**config.mk**
```make
export PLATFORM = sky130hd
export DESIGN_NAME = speck_keyed_string_hash_core
export DESIGN_NICKNAME = d
export VERILOG_FILES = /design/src/design/skh_pkg.sv /design/src/design/skh_front.sv /design/src/design/skh_queue.sv /design/src/design/skh_cipher.sv /design/src/design/skh_back.sv /design/src/design/speck_keyed_string_hash_core.sv
export SDC_FILE = /design/constraint.sdc
export NUM_CORES = 2
export LEC_CHECK = 0
export BUFFER_PORTS_ARGS = -buffer_cell sky130_fd_sc_hd__buf_2
export CAP_MARGIN = 20
export CORE_ASPECT_RATIO = 1.4
export CORE_UTILIZATION = 61
export CTS_BUF_LIST = sky130_fd_sc_hd__clkbuf_8
export CTS_CLUSTER_DIAMETER = 150
export DETAILED_ROUTE_END_ITERATION = 16
export GPL_TIMING_DRIVEN = 0
export PLACE_DENSITY = 0.78
export SKIP_CTS_REPAIR_TIMING = 1
export SKIP_LAST_GASP = 1
export SLEW_MARGIN = 20
export SYNTH_ARGS = -nofsm -noshare
export SYNTH_HDL_FRONTEND = slang
export SYNTH_SLANG_ARGS = --single-unit
```
**constraint.sdc**
```tcl
create_clock -name aclk -period 10.5 [get_ports aclk]
set_input_delay 0.525 -clock aclk [delete_from_list [all_inputs] [get_ports aclk]]
set_output_delay 0.525 -clock aclk [all_outputs]
set_load 0.01 [all_outputs]
```
**src/design/skh_pkg.sv**
```systemverilog
// ----------------------------------------------------------------------------
// skh_pkg
// Shared types and constants of the keyed string hash core.
// ----------------------------------------------------------------------------
`default_nettype none

package skh_pkg;

    // Longest string that is hashed; later characters are dropped
    localparam int MAX_LEN = 32;
    localparam int CNT_W   = $clog2(MAX_LEN + 1);

    // Cipher rounds per block
    localparam int ROUNDS = 34;
    localparam int RND_W  = $clog2(ROUNDS);

    localparam logic [7:0] CHAR_MASK = 8'h06;
    localparam logic [7:0] PAD_MARK  = 8'h80;

    // Configuration register indexes
    localparam logic [1:0] REG_KEY_LOW  = 2'd0;
    localparam logic [1:0] REG_KEY_HIGH = 2'd1;
    localparam logic [1:0] REG_INIT_K   = 2'd2;
    localparam logic [1:0] REG_INIT_J   = 2'd3;

    // Full 256-bit cipher key
    typedef struct packed {
        logic [63:0] k3;
        logic [63:0] k2;
        logic [63:0] k1;
        logic [63:0] k0;
    } key_t;

    // Command from the byte packer to the hash engine
    typedef struct packed {
        logic [127:0] block;
        logic         absorb;  // encipher block and fold into the hash
        logic         finish;  // pad, run the final pass and emit
        logic [3:0]   rem;     // character count modulo 16
    } blk_cmd_t;

    typedef enum logic [1:0] {
        BK_IDLE,
        BK_ABSORB,
        BK_FINAL,
        BK_HOLD
    } back_state_t;

endpackage

`default_nettype wire

```
**src/design/skh_front.sv**
```systemverilog
// ----------------------------------------------------------------------------
// skh_front
// Packs incoming characters into 16-byte blocks and issues block commands.
// ----------------------------------------------------------------------------
`default_nettype none

module skh_front (
    input  wire logic              aclk,
    input  wire logic              aresetn,
    input  wire logic              s_valid,
    output logic                   s_ready,
    input  wire logic [7:0]        s_byte_value,
    input  wire logic              s_byte_valid,
    input  wire logic              s_last,
    output logic                   cmd_push,
    output skh_pkg::blk_cmd_t      cmd_data,
    input  wire logic              cmd_full
);

    logic [127:0]             buffer_reg, buffer_next;
    logic [skh_pkg::CNT_W-1:0] count_reg, count_next;

    logic [127:0]              buf_with;
    logic [skh_pkg::CNT_W-1:0] count_new;
    logic                      take;
    logic                      full_now;
    logic                      need_push;
    logic                      accept;
    logic [7:0]                masked;

    always_comb begin
        take      = s_byte_valid && (count_reg < skh_pkg::CNT_W'(skh_pkg::MAX_LEN));
        masked    = s_byte_value ^ skh_pkg::CHAR_MASK;
        buf_with  = buffer_reg;
        if (take) begin
            buf_with = buffer_reg | ({120'b0, masked} << {count_reg[3:0], 3'b000});
        end
        count_new = count_reg + skh_pkg::CNT_W'(take);
        full_now  = take && (count_new[3:0] == 4'd0);
        need_push = full_now || s_last;
        s_ready   = !(need_push && cmd_full);
        accept    = s_valid && s_ready;
        cmd_push  = accept && need_push;

        cmd_data.block  = buf_with;
        cmd_data.absorb = full_now || (count_new[3:0] != 4'd0);
        cmd_data.finish = s_last;
        cmd_data.rem    = count_new[3:0];

        buffer_next = buffer_reg;
        count_next  = count_reg;
        if (accept) begin
            if (s_last) begin
                buffer_next = '0;
                count_next  = '0;
            end else if (full_now) begin
                buffer_next = '0;
                count_next  = count_new;
            end else begin
                buffer_next = buf_with;
                count_next  = count_new;
            end
        end
    end

    always_ff @(posedge aclk) begin
        if (!aresetn) begin
            buffer_reg <= '0;
            count_reg  <= '0;
        end else begin
            buffer_reg <= buffer_next;
            count_reg  <= count_next;
        end
    end

endmodule

`default_nettype wire

```
**src/design/skh_queue.sv**
```systemverilog
// ----------------------------------------------------------------------------
// skh_queue
// Two-entry command queue between the byte packer and the hash engine.
// ----------------------------------------------------------------------------
`default_nettype none

module skh_queue (
    input  wire logic              aclk,
    input  wire logic              aresetn,
    input  wire logic              push,
    input  wire skh_pkg::blk_cmd_t push_data,
    output logic                   full,
    input  wire logic              pop,
    output logic                   q_valid,
    output skh_pkg::blk_cmd_t      pop_data
);

    skh_pkg::blk_cmd_t entry_reg [2];
    logic       wr_ptr_reg, wr_ptr_next;
    logic       rd_ptr_reg, rd_ptr_next;
    logic [1:0] fill_reg, fill_next;

    always_comb begin
        full        = (fill_reg == 2'd2);
        q_valid     = (fill_reg != 2'd0);
        pop_data    = entry_reg[rd_ptr_reg];
        wr_ptr_next = wr_ptr_reg ^ push;
        rd_ptr_next = rd_ptr_reg ^ pop;
        fill_next   = fill_reg + 2'(push) - 2'(pop);
    end

    always_ff @(posedge aclk) begin
        if (push) begin
            entry_reg[wr_ptr_reg] <= push_data;
        end
    end

    always_ff @(posedge aclk) begin
        if (!aresetn) begin
            wr_ptr_reg <= 1'b0;
            rd_ptr_reg <= 1'b0;
            fill_reg   <= 2'd0;
        end else begin
            wr_ptr_reg <= wr_ptr_next;
            rd_ptr_reg <= rd_ptr_next;
            fill_reg   <= fill_next;
        end
    end

endmodule

`default_nettype wire

```
**src/design/skh_cipher.sv**
```systemverilog
// ----------------------------------------------------------------------------
// skh_cipher
// Speck-128/256 block encryption, one round per cycle with on-the-fly key
// schedule.
// ----------------------------------------------------------------------------
`default_nettype none

module skh_cipher (
    input  wire logic           aclk,
    input  wire logic           aresetn,
    input  wire logic           start,
    input  wire logic [127:0]   block_in,
    input  wire skh_pkg::key_t  key_in,
    output logic                done,
    output logic [127:0]        ct_out
);

    logic [63:0] x0_reg, x1_reg, k0_reg, k1_reg, k2_reg, k3_reg;
    logic [63:0] x0_next, x1_next, k0_next, k1_next, k2_next, k3_next;
    logic [skh_pkg::RND_W-1:0] round_reg, round_next;
    logic busy_reg, busy_next;
    logic done_reg, done_next;

    logic [63:0] x0_rnd, x1_rnd, k1_rnd, k0_rnd;

    always_comb begin
        x0_rnd = ({x0_reg[7:0], x0_reg[63:8]} + x1_reg) ^ k0_reg;
        x1_rnd = {x1_reg[60:0], x1_reg[63:61]} ^ x0_rnd;
        k1_rnd = ({k1_reg[7:0], k1_reg[63:8]} + k0_reg)
                 ^ {{(64 - skh_pkg::RND_W){1'b0}}, round_reg};
        k0_rnd = {k0_reg[60:0], k0_reg[63:61]} ^ k1_rnd;

        x0_next    = x0_reg;
        x1_next    = x1_reg;
        k0_next    = k0_reg;
        k1_next    = k1_reg;
        k2_next    = k2_reg;
        k3_next    = k3_reg;
        round_next = round_reg;
        busy_next  = busy_reg;
        done_next  = 1'b0;

        if (start) begin
            x0_next    = block_in[63:0];
            x1_next    = block_in[127:64];
            k0_next    = key_in.k0;
            k1_next    = key_in.k1;
            k2_next    = key_in.k2;
            k3_next    = key_in.k3;
            round_next = '0;
            busy_next  = 1'b1;
        end else if (busy_reg) begin
            x0_next    = x0_rnd;
            x1_next    = x1_rnd;
            k0_next    = k0_rnd;
            // rotate the remaining key words
            k1_next    = k2_reg;
            k2_next    = k3_reg;
            k3_next    = k1_rnd;
            round_next = round_reg + skh_pkg::RND_W'(1);
            if (round_reg == skh_pkg::RND_W'(skh_pkg::ROUNDS - 1)) begin
                busy_next = 1'b0;
                done_next = 1'b1;
            end
        end

        done   = done_reg;
        ct_out = {x1_reg, x0_reg};
    end

    always_ff @(posedge aclk) begin
        x0_reg    <= x0_next;
        x1_reg    <= x1_next;
        k0_reg    <= k0_next;
        k1_reg    <= k1_next;
        k2_reg    <= k2_next;
        k3_reg    <= k3_next;
        round_reg <= round_next;
    end

    always_ff @(posedge aclk) begin
        if (!aresetn) begin
            busy_reg <= 1'b0;
            done_reg <= 1'b0;
        end else begin
            busy_reg <= busy_next;
            done_reg <= done_next;
        end
    end

endmodule

`default_nettype wire

```
**src/design/skh_back.sv**
```systemverilog
// ----------------------------------------------------------------------------
// skh_back
// Hash engine: absorbs block ciphertexts, pads, runs the final pass and
// drives the result register.
// ----------------------------------------------------------------------------
`default_nettype none

module skh_back (
    input  wire logic              aclk,
    input  wire logic              aresetn,
    input  wire logic              q_valid,
    input  wire skh_pkg::blk_cmd_t q_data,
    output logic                   q_pop,
    input  wire skh_pkg::key_t     key,
    output logic                   m_valid,
    input  wire logic              m_ready,
    output logic [63:0]            m_hash_low,
    output logic [63:0]            m_hash_high
);

    skh_pkg::back_state_t state_reg, state_next;

    logic [127:0] hash_reg, hash_next;
    logic [127:0] hsave_reg, hsave_next;
    logic         finish_reg, finish_next;
    logic [3:0]   rem_reg, rem_next;
    logic         out_valid_reg, out_valid_next;
    logic [127:0] out_reg, out_next;

    logic         c_start;
    logic [127:0] c_block;
    logic         c_done;
    logic [127:0] c_ct;

    logic [127:0] hsum;
    logic         out_free;

    skh_cipher u_cipher (
        .aclk     (aclk),
        .aresetn  (aresetn),
        .start    (c_start),
        .block_in (c_block),
        .key_in   (key),
        .done     (c_done),
        .ct_out   (c_ct)
    );

    // Length padding into byte 0 and the end mark into word (rem & 3)
    function automatic logic [127:0] pad_hash(input logic [127:0] h, input logic [3:0] rem);
        logic [127:0] p;
        p = h;
        if (rem != 4'd0) begin
            p[7:0] = p[7:0] ^ {4'hF, rem};
        end
        p = p ^ ({120'b0, skh_pkg::PAD_MARK} << {rem[1:0], 5'b00000});
        return p;
    endfunction

    always_comb begin
        state_next     = state_reg;
        hash_next      = hash_reg;
        hsave_next     = hsave_reg;
        finish_next    = finish_reg;
        rem_next       = rem_reg;
        out_valid_next = out_valid_reg && !m_ready;
        out_next       = out_reg;
        q_pop          = 1'b0;
        c_start        = 1'b0;
        c_block        = q_data.block;
        hsum           = hash_reg ^ c_ct;
        out_free       = !out_valid_reg || m_ready;

        case (state_reg)
            skh_pkg::BK_IDLE: begin
                if (q_valid) begin
                    q_pop       = 1'b1;
                    finish_next = q_data.finish;
                    rem_next    = q_data.rem;
                    c_start     = 1'b1;
                    if (q_data.absorb) begin
                        c_block    = q_data.block;
                        state_next = skh_pkg::BK_ABSORB;
                    end else begin
                        c_block    = pad_hash(hash_reg, q_data.rem);
                        hsave_next = c_block;
                        state_next = skh_pkg::BK_FINAL;
                    end
                end
            end
            skh_pkg::BK_ABSORB: begin
                if (c_done) begin
                    hash_next = hsum;
                    if (finish_reg) begin
                        c_start    = 1'b1;
                        c_block    = pad_hash(hsum, rem_reg);
                        hsave_next = c_block;
                        state_next = skh_pkg::BK_FINAL;
                    end else begin
                        state_next = skh_pkg::BK_IDLE;
                    end
                end
            end
            skh_pkg::BK_FINAL: begin
                if (c_done) begin
                    hash_next = '0;
                    if (out_free) begin
                        out_next       = hsave_reg ^ c_ct;
                        out_valid_next = 1'b1;
                        state_next     = skh_pkg::BK_IDLE;
                    end else begin
                        // hold the result until the output register frees
                        hsave_next = hsave_reg ^ c_ct;
                        state_next = skh_pkg::BK_HOLD;
                    end
                end
            end
            skh_pkg::BK_HOLD: begin
                if (out_free) begin
                    out_next       = hsave_reg;
                    out_valid_next = 1'b1;
                    state_next     = skh_pkg::BK_IDLE;
                end
            end
            default: begin
                state_next = skh_pkg::BK_IDLE;
            end
        endcase

        m_valid     = out_valid_reg;
        m_hash_low  = out_reg[63:0];
        m_hash_high = out_reg[127:64];
    end

    always_ff @(posedge aclk) begin
        hsave_reg  <= hsave_next;
        finish_reg <= finish_next;
        rem_reg    <= rem_next;
        out_reg    <= out_next;
    end

    always_ff @(posedge aclk) begin
        if (!aresetn) begin
            state_reg     <= skh_pkg::BK_IDLE;
            hash_reg      <= '0;
            out_valid_reg <= 1'b0;
        end else begin
            state_reg     <= state_next;
            hash_reg      <= hash_next;
            out_valid_reg <= out_valid_next;
        end
    end

endmodule

`default_nettype wire

```
**src/design/speck_keyed_string_hash_core.sv**
```systemverilog
// ----------------------------------------------------------------------------
// speck_keyed_string_hash_core
// Keyed 128-bit string hash over Speck-128/256, one character per transaction.
//
//   channel  dir  handshake         payload
//   s_       in   s_valid/s_ready   s_byte_value[7:0], s_byte_valid, s_last
//   m_       out  m_valid/m_ready   m_hash_low[63:0], m_hash_high[63:0]
//   cfg_     in   cfg_we            cfg_index[1:0], cfg_data[63:0]
//
// Each 16-byte block holds the engine while it is issued, run through the
// 34 cipher rounds and collected. The end of a string adds a final pass
// through the cipher, so a final partial block shows its hash only after
// its own block pass and then the final pass. A two-entry command queue lets
// characters keep arriving while the cipher works; input stalls only when
// the queue is full. Reset is synchronous and clears the key registers,
// packer and hash state.
// ----------------------------------------------------------------------------
`default_nettype none

module speck_keyed_string_hash_core (
    input  wire logic        aclk,
    input  wire logic        aresetn,
    input  wire logic        s_valid,
    output logic             s_ready,
    input  wire logic [7:0]  s_byte_value,
    input  wire logic        s_byte_valid,
    input  wire logic        s_last,
    output logic             m_valid,
    input  wire logic        m_ready,
    output logic [63:0]      m_hash_low,
    output logic [63:0]      m_hash_high,
    input  wire logic        cfg_we,
    input  wire logic [1:0]  cfg_index,
    input  wire logic [63:0] cfg_data
);

    logic [63:0] key_low_reg, key_high_reg, init_k_reg, init_j_reg;

    skh_pkg::key_t     key;
    skh_pkg::blk_cmd_t push_cmd, pop_cmd;
    logic              cmd_push, cmd_full, cmd_valid, cmd_pop;

    always_ff @(posedge aclk) begin
        if (!aresetn) begin
            key_low_reg  <= '0;
            key_high_reg <= '0;
            init_k_reg   <= '0;
            init_j_reg   <= '0;
        end else if (cfg_we) begin
            case (cfg_index)
                skh_pkg::REG_KEY_LOW:  key_low_reg  <= cfg_data;
                skh_pkg::REG_KEY_HIGH: key_high_reg <= cfg_data;
                skh_pkg::REG_INIT_K:   init_k_reg   <= cfg_data;
                skh_pkg::REG_INIT_J:   init_j_reg   <= cfg_data;
                default: begin
                end
            endcase
        end
    end

    always_comb begin
        key.k0 = key_low_reg;
        key.k1 = key_high_reg;
        key.k2 = key_low_reg ^ init_k_reg;
        key.k3 = key_high_reg ^ init_j_reg;
    end

    skh_front u_front (
        .aclk         (aclk),
        .aresetn      (aresetn),
        .s_valid      (s_valid),
        .s_ready      (s_ready),
        .s_byte_value (s_byte_value),
        .s_byte_valid (s_byte_valid),
        .s_last       (s_last),
        .cmd_push     (cmd_push),
        .cmd_data     (push_cmd),
        .cmd_full     (cmd_full)
    );

    skh_queue u_queue (
        .aclk      (aclk),
        .aresetn   (aresetn),
        .push      (cmd_push),
        .push_data (push_cmd),
        .full      (cmd_full),
        .pop       (cmd_pop),
        .q_valid   (cmd_valid),
        .pop_data  (pop_cmd)
    );

    skh_back u_back (
        .aclk        (aclk),
        .aresetn     (aresetn),
        .q_valid     (cmd_valid),
        .q_data      (pop_cmd),
        .q_pop       (cmd_pop),
        .key         (key),
        .m_valid     (m_valid),
        .m_ready     (m_ready),
        .m_hash_low  (m_hash_low),
        .m_hash_high (m_hash_high)
    );

endmodule

`default_nettype wire

```
**Word-level counts from Yosys, hierarchy flattened**

Memories as Yosys holds them, arrays and structs flattened. A register that Yosys moved wholly into a read port is not among the register bits.
Cells that the tools add are included.

- Bits in registers: 1178
- Bits in writable memories: 268
- Bits of input ports: 81
- Output and inout port bits: 130
- Word-level logic and storage cells: 169
- Memories kept: 1

Memory list:

| memory | words | bits a word | rd ports | clocked after Yosys merged registers in | wr ports | line | source |
|---|---|---|---|---|---|---|---|
| u_queue.entry_reg | 2 | 134 | 1 | 1 | 1 | skh_queue.sv:18 | `skh_pkg::blk_cmd_t entry_reg [2];` |

- Add/sub/neg operators: 6
- Magnitude comparators: 1
- Eq/ne operators: 16
- Shifts and indexed selects: 3
- Muxes and demuxes: 66
- Bitwise operators: 18
- Reduce and logical (&&, ||, !) cells: 33

Operator list:

| kind | number |
|---|---|
| $mux W128 | 18 |
| $mux W64 | 12 |
| $pmux W128 S2 | 3 |
| $xor A128 B128 Y128 | 4 |
| $pmux W128 S3 | 1 |
| $xor A64 B64 Y64 | 5 |
| $shl A8 B7 Y128 const A | 2 |
| $add A64 B64 Y64 | 2 |
| $or A128 B128 Y128 | 1 |
| $shl A8 B7 Y128 | 1 |
| $mux W8 | 8 |
| $xor A64 B6 Y64 | 1 |
| $xor A8 B8 Y8 | 2 |
| $mux W2 | 7 |
| $mux W1 | 13 |
| $reduce_bool A4 Y1 | 3 |
| $eq A2 B2 Y1 const B | 5 |
| $ne A2 B2 Y1 const B | 5 |
| $reduce_and A2 Y1 | 5 |
| $pmux W2 S4 | 1 |
| $reduce_and A4 Y1 | 2 |
| $reduce_bool A2 Y1 | 4 |
| $reduce_and A7 Y1 | 1 |
| $add A6 B1 Y6 | 1 |
| 20 further kinds | 36 |

**Depth between registers and ports, before layout**

- Word-level depth: 12
- Gate-level depth with buffers: 14
- Mapped depth without buffers: 13

**Cells and area by module**

Synthesis repeated with hierarchy kept, for this count alone.

- Cell total of the unflattened synthesis: 7697
- Area, all modules: 78358.9 um2

Modules (own cells, without submodules):

| module | instances | cells each | area an instance (um2) | seq. area each (um2) |
|---|---|---|---|---|
| skh_cipher | 1 | 2363 | 25798.5 | 11691.2 |
| skh_back | 1 | 2829 | 23501.3 | 10460.0 |
| speck_keyed_string_hash_core | 1 | 1028 | 10675.2 | 5124.9 |
| skh_queue | 1 | 438 | 10143.5 | 8147.8 |
| skh_front | 1 | 1039 | 8240.4 | 2682.6 |

**Least setup slack after synthesis**

Ideal clock, no wire load.

- Path type: reg-to-reg
- Start point: reg u_back.state_reg[0]
- End point: reg u_back.out_reg[0] (enable)
- Library setup time: 0.616 ns
- Data arrival time: 6.820 ns
- Required time: 9.884 ns
- Setup slack: 3.064 ns
- Stages on the path, launching flop included: 8
- Path buffers: 3
- Period minus slack after synthesis: 7.436 ns
- Path through: dfxtp_1 inv_1 ha_1 clkbuf_1 clkbuf_1 buf_1 mux2i_1 nor2_1

- Cells in the longest elaborated chain, start to end: 3
- Elaborated cells between the ends (all ways): 7
- Those cells by class: eq/ne: 5; reduce/logical: 2

RTL lines:

| what | line | source |
|---|---|---|
| start, declared | skh_back.sv:21 | `skh_pkg::back_state_t state_reg, state_next;` |
| start signal, assigned | skh_back.sv:143 | `state_reg <= skh_pkg::BK_IDLE;` |
| start signal, assigned | skh_back.sv:147 | `state_reg <= state_next;` |
| $eq A2 B2 Y1 | skh_back.sv:73 | `case (state_reg)` |
| $ne A2 B1 Y1 (no source line), or another cell as far along | n/a |  |
| $reduce_and A4 Y1 (no source line) * | n/a |  |
| end signal, assigned | skh_back.sv:138 | `out_reg <= out_next;` |
| end, declared | skh_back.sv:28 | `logic [127:0] out_reg, out_next;` |

Mark *: on every way between the ends. The rest lies on a longest branch, timed or not.
A chain may end at the register's enable or synchronous reset.

**Final worst setup path**

- Start point: reg u_back.state_reg[0]
- End point: reg u_back.u_cipher.x1_reg[46] (enable)

- Cells in the longest elaborated chain, start to end: 3
- Elaborated cells between the ends (all ways): 4
- Those cells by class: eq/ne: 1; mux: 1; reduce/logical: 2

RTL lines:

| what | line | source |
|---|---|---|
| $eq A2 B1 Y1 or $logic_not A2 Y1 (tied branches) | skh_back.sv:73 |  |
| $pmux W1 S2 * | skh_back.sv:73 |  |
| $reduce_bool A2 Y1 (no source line) * | n/a |  |
| end signal, assigned | skh_cipher.sv:73 | `x1_reg <= x1_next;` |
| end, declared | skh_cipher.sv:18 | `logic [63:0] x0_reg, x1_reg, k0_reg, k1_reg, k2_reg, k3_reg;` |

Marked as above.

==> results by stage <==
Cells and area:
- The register with the most flip-flops in the layout has 268 of them.
- The area growth from synthesis to final layout is 12.22%.
- Of the cells placed in the final design, the portion with a size suffix greater than 1 is 8.786%.
- The post-layout instance count excluding filler cells is 9811.
- For this run, the share of the core covered by cells in the final layout is 69.35%.
- The total number of nets in the final design is 8228.

Power and ir drop:
- In this run the static leakage power is 0.03047 µW.
- Across the VDD grid, the largest voltage drop is 0.2253 mV.
- Dividing total power by cell area gives a power density of 392.2 nW/µm².

Floorplanning:
- In this run the vertical extent of the chip is 414.4 µm.
- The die is 296.6 µm wide.
- The top-level port count is 211.
- Once the floorplan was initialized, standard cells occupied 61.80% of the core.
- The die footprint is 122900 µm².
- In this run the core area contains 150 standard-cell rows.
- In this run the standard cell core region covers 119900 µm².

Synth:
- The total standard cell area after synthesis is 74120 µm².
- The top cell type by total area after synthesis is edfxtp_1.
- The most numerous cell in the Yosys netlist is nand2_1.
- By count the netlist is led by 1119 x nand2_1, 913 x edfxtp_1, 720 x o21ai_0.
- The simple-gate portion of the synthesized area is 12.73%.
- The synthesized-area fraction occupied by adder cells is 2.384%.
- The proportion of synthesized flip-flops having asynchronous set or reset is 0%.
- The count of unique library cells instantiated by Yosys is 96.
- The mean post-synth cell area is 9.901 µm².
- The total nets after synthesis is 7707.
- The number of flops mapped to enable cells by yosys is 913.
- For this run, the leading register cell type out of synthesis is edfxtp_1.
- The synthesized design contains 1447 register bits.
- After technology mapping, the gate count stands at 7486.
- The largest family of logic cells by synthesized area is compound AO/OA/AOI/OAI gates.
- The area fraction in compound gates after synthesis is 19.38%.
- After synthesis, the largest area contributor takes up 36.99% of total cell area.
- During synthesis, Yosys emitted a total of 0 warnings.
- Yosys attributes the largest share of cell area to edfxtp_1 37%, dfxtp_1 14%, xnor2_1 7.1%, nand2_1 5.7%, o21ai_0 4.9%.
- The post-synthesis share of cell area spent on xor and xnor gates is 9.101%.
- For this run, the register share of the synthesized area comes to 51.41%.
- The share of cell area taken by muxes after synthesis is 2.066%.

Critical path:
- The class of the most critical setup path is reg -> reg.
- The most numerous cell type found on the critical path is buf_12.
- The end of the worst register-to-register path is u_back.u_cipher.x1_reg[46].
- Data on the critical path is required at its endpoint by 11.20 ns.
- The largest single stage delay on the critical path is 0.83 ns.
- For the worst flop-to-flop path, the logic depth is 13.
- STA classifies the critical path endpoint as a register.
- In this run the worst path has a maximum fanout of 45.
- Traced cell by cell, the critical path runs through inv_1 > ha_1 > clkbuf_1 > o21ai_1 > nand2_1 > clkbuf_1 > clkbuf_2 > buf_12 > or2_4 > buf_12 > buf_12 > buf_16 > buf_12.
- The category of the worst setup path launch point is a register.
- The cell with the largest stage delay on the worst path is clkbuf_1.
- Tracing the worst setup path back leads to its startpoint at u_back.state_reg[0].
- The worst register-to-register path begins at u_back.state_reg[0].
- The critical path ends at u_back.u_cipher.x1_reg[46].
- At the worst endpoint, the arrival time is 6.28 ns.
- The setup check on the worst reg-to-reg path leaves a slack of 4.92 ns.

CTS:
- The worst-skew pair later-pin latency is 1.07 ns.
- The maximum clock path buffer count is 3.
- The clock tree root driver cell is clkbuf_8.
- The clock transition at the registers of the reported paths is 0.07 ns.
- The CTS tree is yes.
- Clock tree synthesis inserted a total of 212 buffers.
- The number of clock sinks is 1447.
- The number of levels in the clock H-tree is 4.

Timing:
- The number of max-slew violations in the final report was 0.
- The worst setup slack after layout is 4.918 ns.
- The final-layout setup total negative slack is 0 ns.
- The setup skew after layout is 0.06224 ns.
- The maximum clock rate is 179.1 MHz.
- Setup repair after global routing left no endpoint under its margin.
- The final count of hold timing violations is 0.
- The measured slew at the worst slew-check pin is 1.348 ns.
- Setup violations remaining at the end of the flow were counted as 0.
- The clock period minus worst slack is 5.582 ns.
- On the final layout, the worst hold slack is 0.02084 ns.
- The remaining max-slew budget at the tightest pin is 7.574%.
- The portion of the clock cycle consumed by the worst path in the final layout is 53.16%.

Status:
- The run finished with clean final reports.

Worst hold path:
- The classification of the worst-slack hold path is in -> reg.

Global route:
- The number of antenna violations at the first check in global routing came to 31.
- The maximum number of pins on one net before global-route repair is 58.
- The wire length of the first global-routing pass is 417800 µm.
- The final global-route overflow total is 0.
- The number of global-route vias before repair is 61.91k.
- The combined global-route utilization of all metal layers is 47.83%.

Placed design:
- In this run the tool buffered the top-level ports with 209 buffer cells.
- The number of cells in the design after placement is 9319.
- At the end of routability-driven placement, the weighted congestion stood at 1.061.
- The worst setup slack after placement is 5.184 ns.
- The wire-length estimate of the detail-placed layout is 222900 µm.

Drt:
- In the detailed route, the total length drawn on met2 is 135200 µm.
- The final layout contains routed wiring with a total length of 298300 µm.
- The first detailed-routing pass took 10 iterations.
- The antenna violation net count after detailed routing is 0.
- The average wire per cell in the routed design is 30.41 µm.
- The total met3 wirelength after detailed routing is 31480 µm.
- The number of vias per cell is 6.550.
- The DRC marker count from the first detailed-route iteration is 8419.
- The post-detailed-route DRC marker count is 0.
- The detailed router put a total of 93830 µm of wire on met1.
- In this run the top signal layer used is met5.
- The count of vias placed by the detailed router is 64.27k.

Run:
- The tool flagged a number of max-cap violations equal to 0.
==> metal layers <==
metal	global-route usage, %	vias up
li1	-	27790
met1	49.04	30630
met2	74.60	4465
met3	14.21	1373
met4	51.07	10
met5	0	-
==> layout by cell type (no fill, tap or decap), types with 20 or more instances in the layout <==
cell,instances
a21boi_0,207
a21o_1,206
a21oi_1,524
a221oi_1,23
a222oi_1,52
a22o_1,119
a22oi_1,164
a31oi_1,23
buf_1,32
buf_2,222
clkbuf_1,449
clkbuf_2,23
clkbuf_8,254
clkinv_1,25
clkinv_2,29
dfxtp_1,534
diode_2,20
dlygate4sd3_1,66
edfxtp_1,913
ha_1,136
inv_1,124
mux2_2,72
mux2i_1,62
nand2_1,1119
nand2b_1,140
nand3_1,32
nand3b_1,20
nand4_1,44
nor2_1,526
nor2b_1,150
nor3_1,37
o21a_1,31
o21ai_0,720
o21ai_1,34
o21bai_1,32
xnor2_1,601
xor2_1,133
==> worst min-delay path by stage <==
stage                                  startpoint                      end  slack [ns]  cells after the start
after floorplan             u_front.buffer_reg[0]    u_front.buffer_reg[0]        0.44                      2
after global placement     u_front.buffer_reg[47]   u_front.buffer_reg[47]        0.45                      2
after detailed placement  u_front.buffer_reg[107]  u_front.buffer_reg[107]        0.46                      2
after CTS                                  s_last  u_queue.entry_reg[0][4]       -0.32                      1
after global routing                      m_ready           u_back.m_valid        0.03                      4
final                                     m_ready           u_back.m_valid        0.02                      4
==> final cells by class <==
cell class | instances | area [µm²]
multi-input cells | 5465 | 33950
flip-flops and latches | 1447 | 38110
inverters | 58 | 217.7
fillers | 9098 | 36760
well taps | 1596 | 1997
clock buffers | 254 | 3496
plain buffers | 516 | 1983
repair buffers | 307 | 2347
clock inverters | 148 | 1023
diodes | 20 | 50.05
==> worst max-delay path: cells and delay by family, from the launching register on <==
family                   cells  cell delay [ns]
AO/OA/AOI/OAI                1             0.49
adder cells (fa/ha/maj)      1             0.15
buffers and inverters        9             2.99
flip-flops                   1             0.33
AND/OR/NAND/NOR              2             1.14
==> cell families after synthesis <==
kind of cell	Yosys count
compound gates	2272
simple gates	2161
flops	1447
xor+xnor	748
buf+inv	574
mux	144
fa+ha+maj	140
==> through the flow <==
stage / area [µm²] / power (µW)
2_1_floorplan: 74120 / 20950
3_3_place_gp: 77160 / 26790
3_5_place_dp: 77890 / 26900
4_1_cts: 82410 / 31740
5_1_grt: 83140 / 33690
6_report: 83170 / 32620
==> power by group <==
| group | switching, µW | internal, µW | total [µW] | leakage (µW) |
|---|---|---|---|---|
| registers | 1710 | 8700 | 10400 | 0.0131 |
| logic | 11300 | 6060 | 17300 | 0.0148 |
| clock network | 2400 | 2480 | 4870 | 0.00258 |
| total | 15400 | 17200 | 32600 | 0.0305 |
No activity file was read; power rests on OpenSTA's default activity.
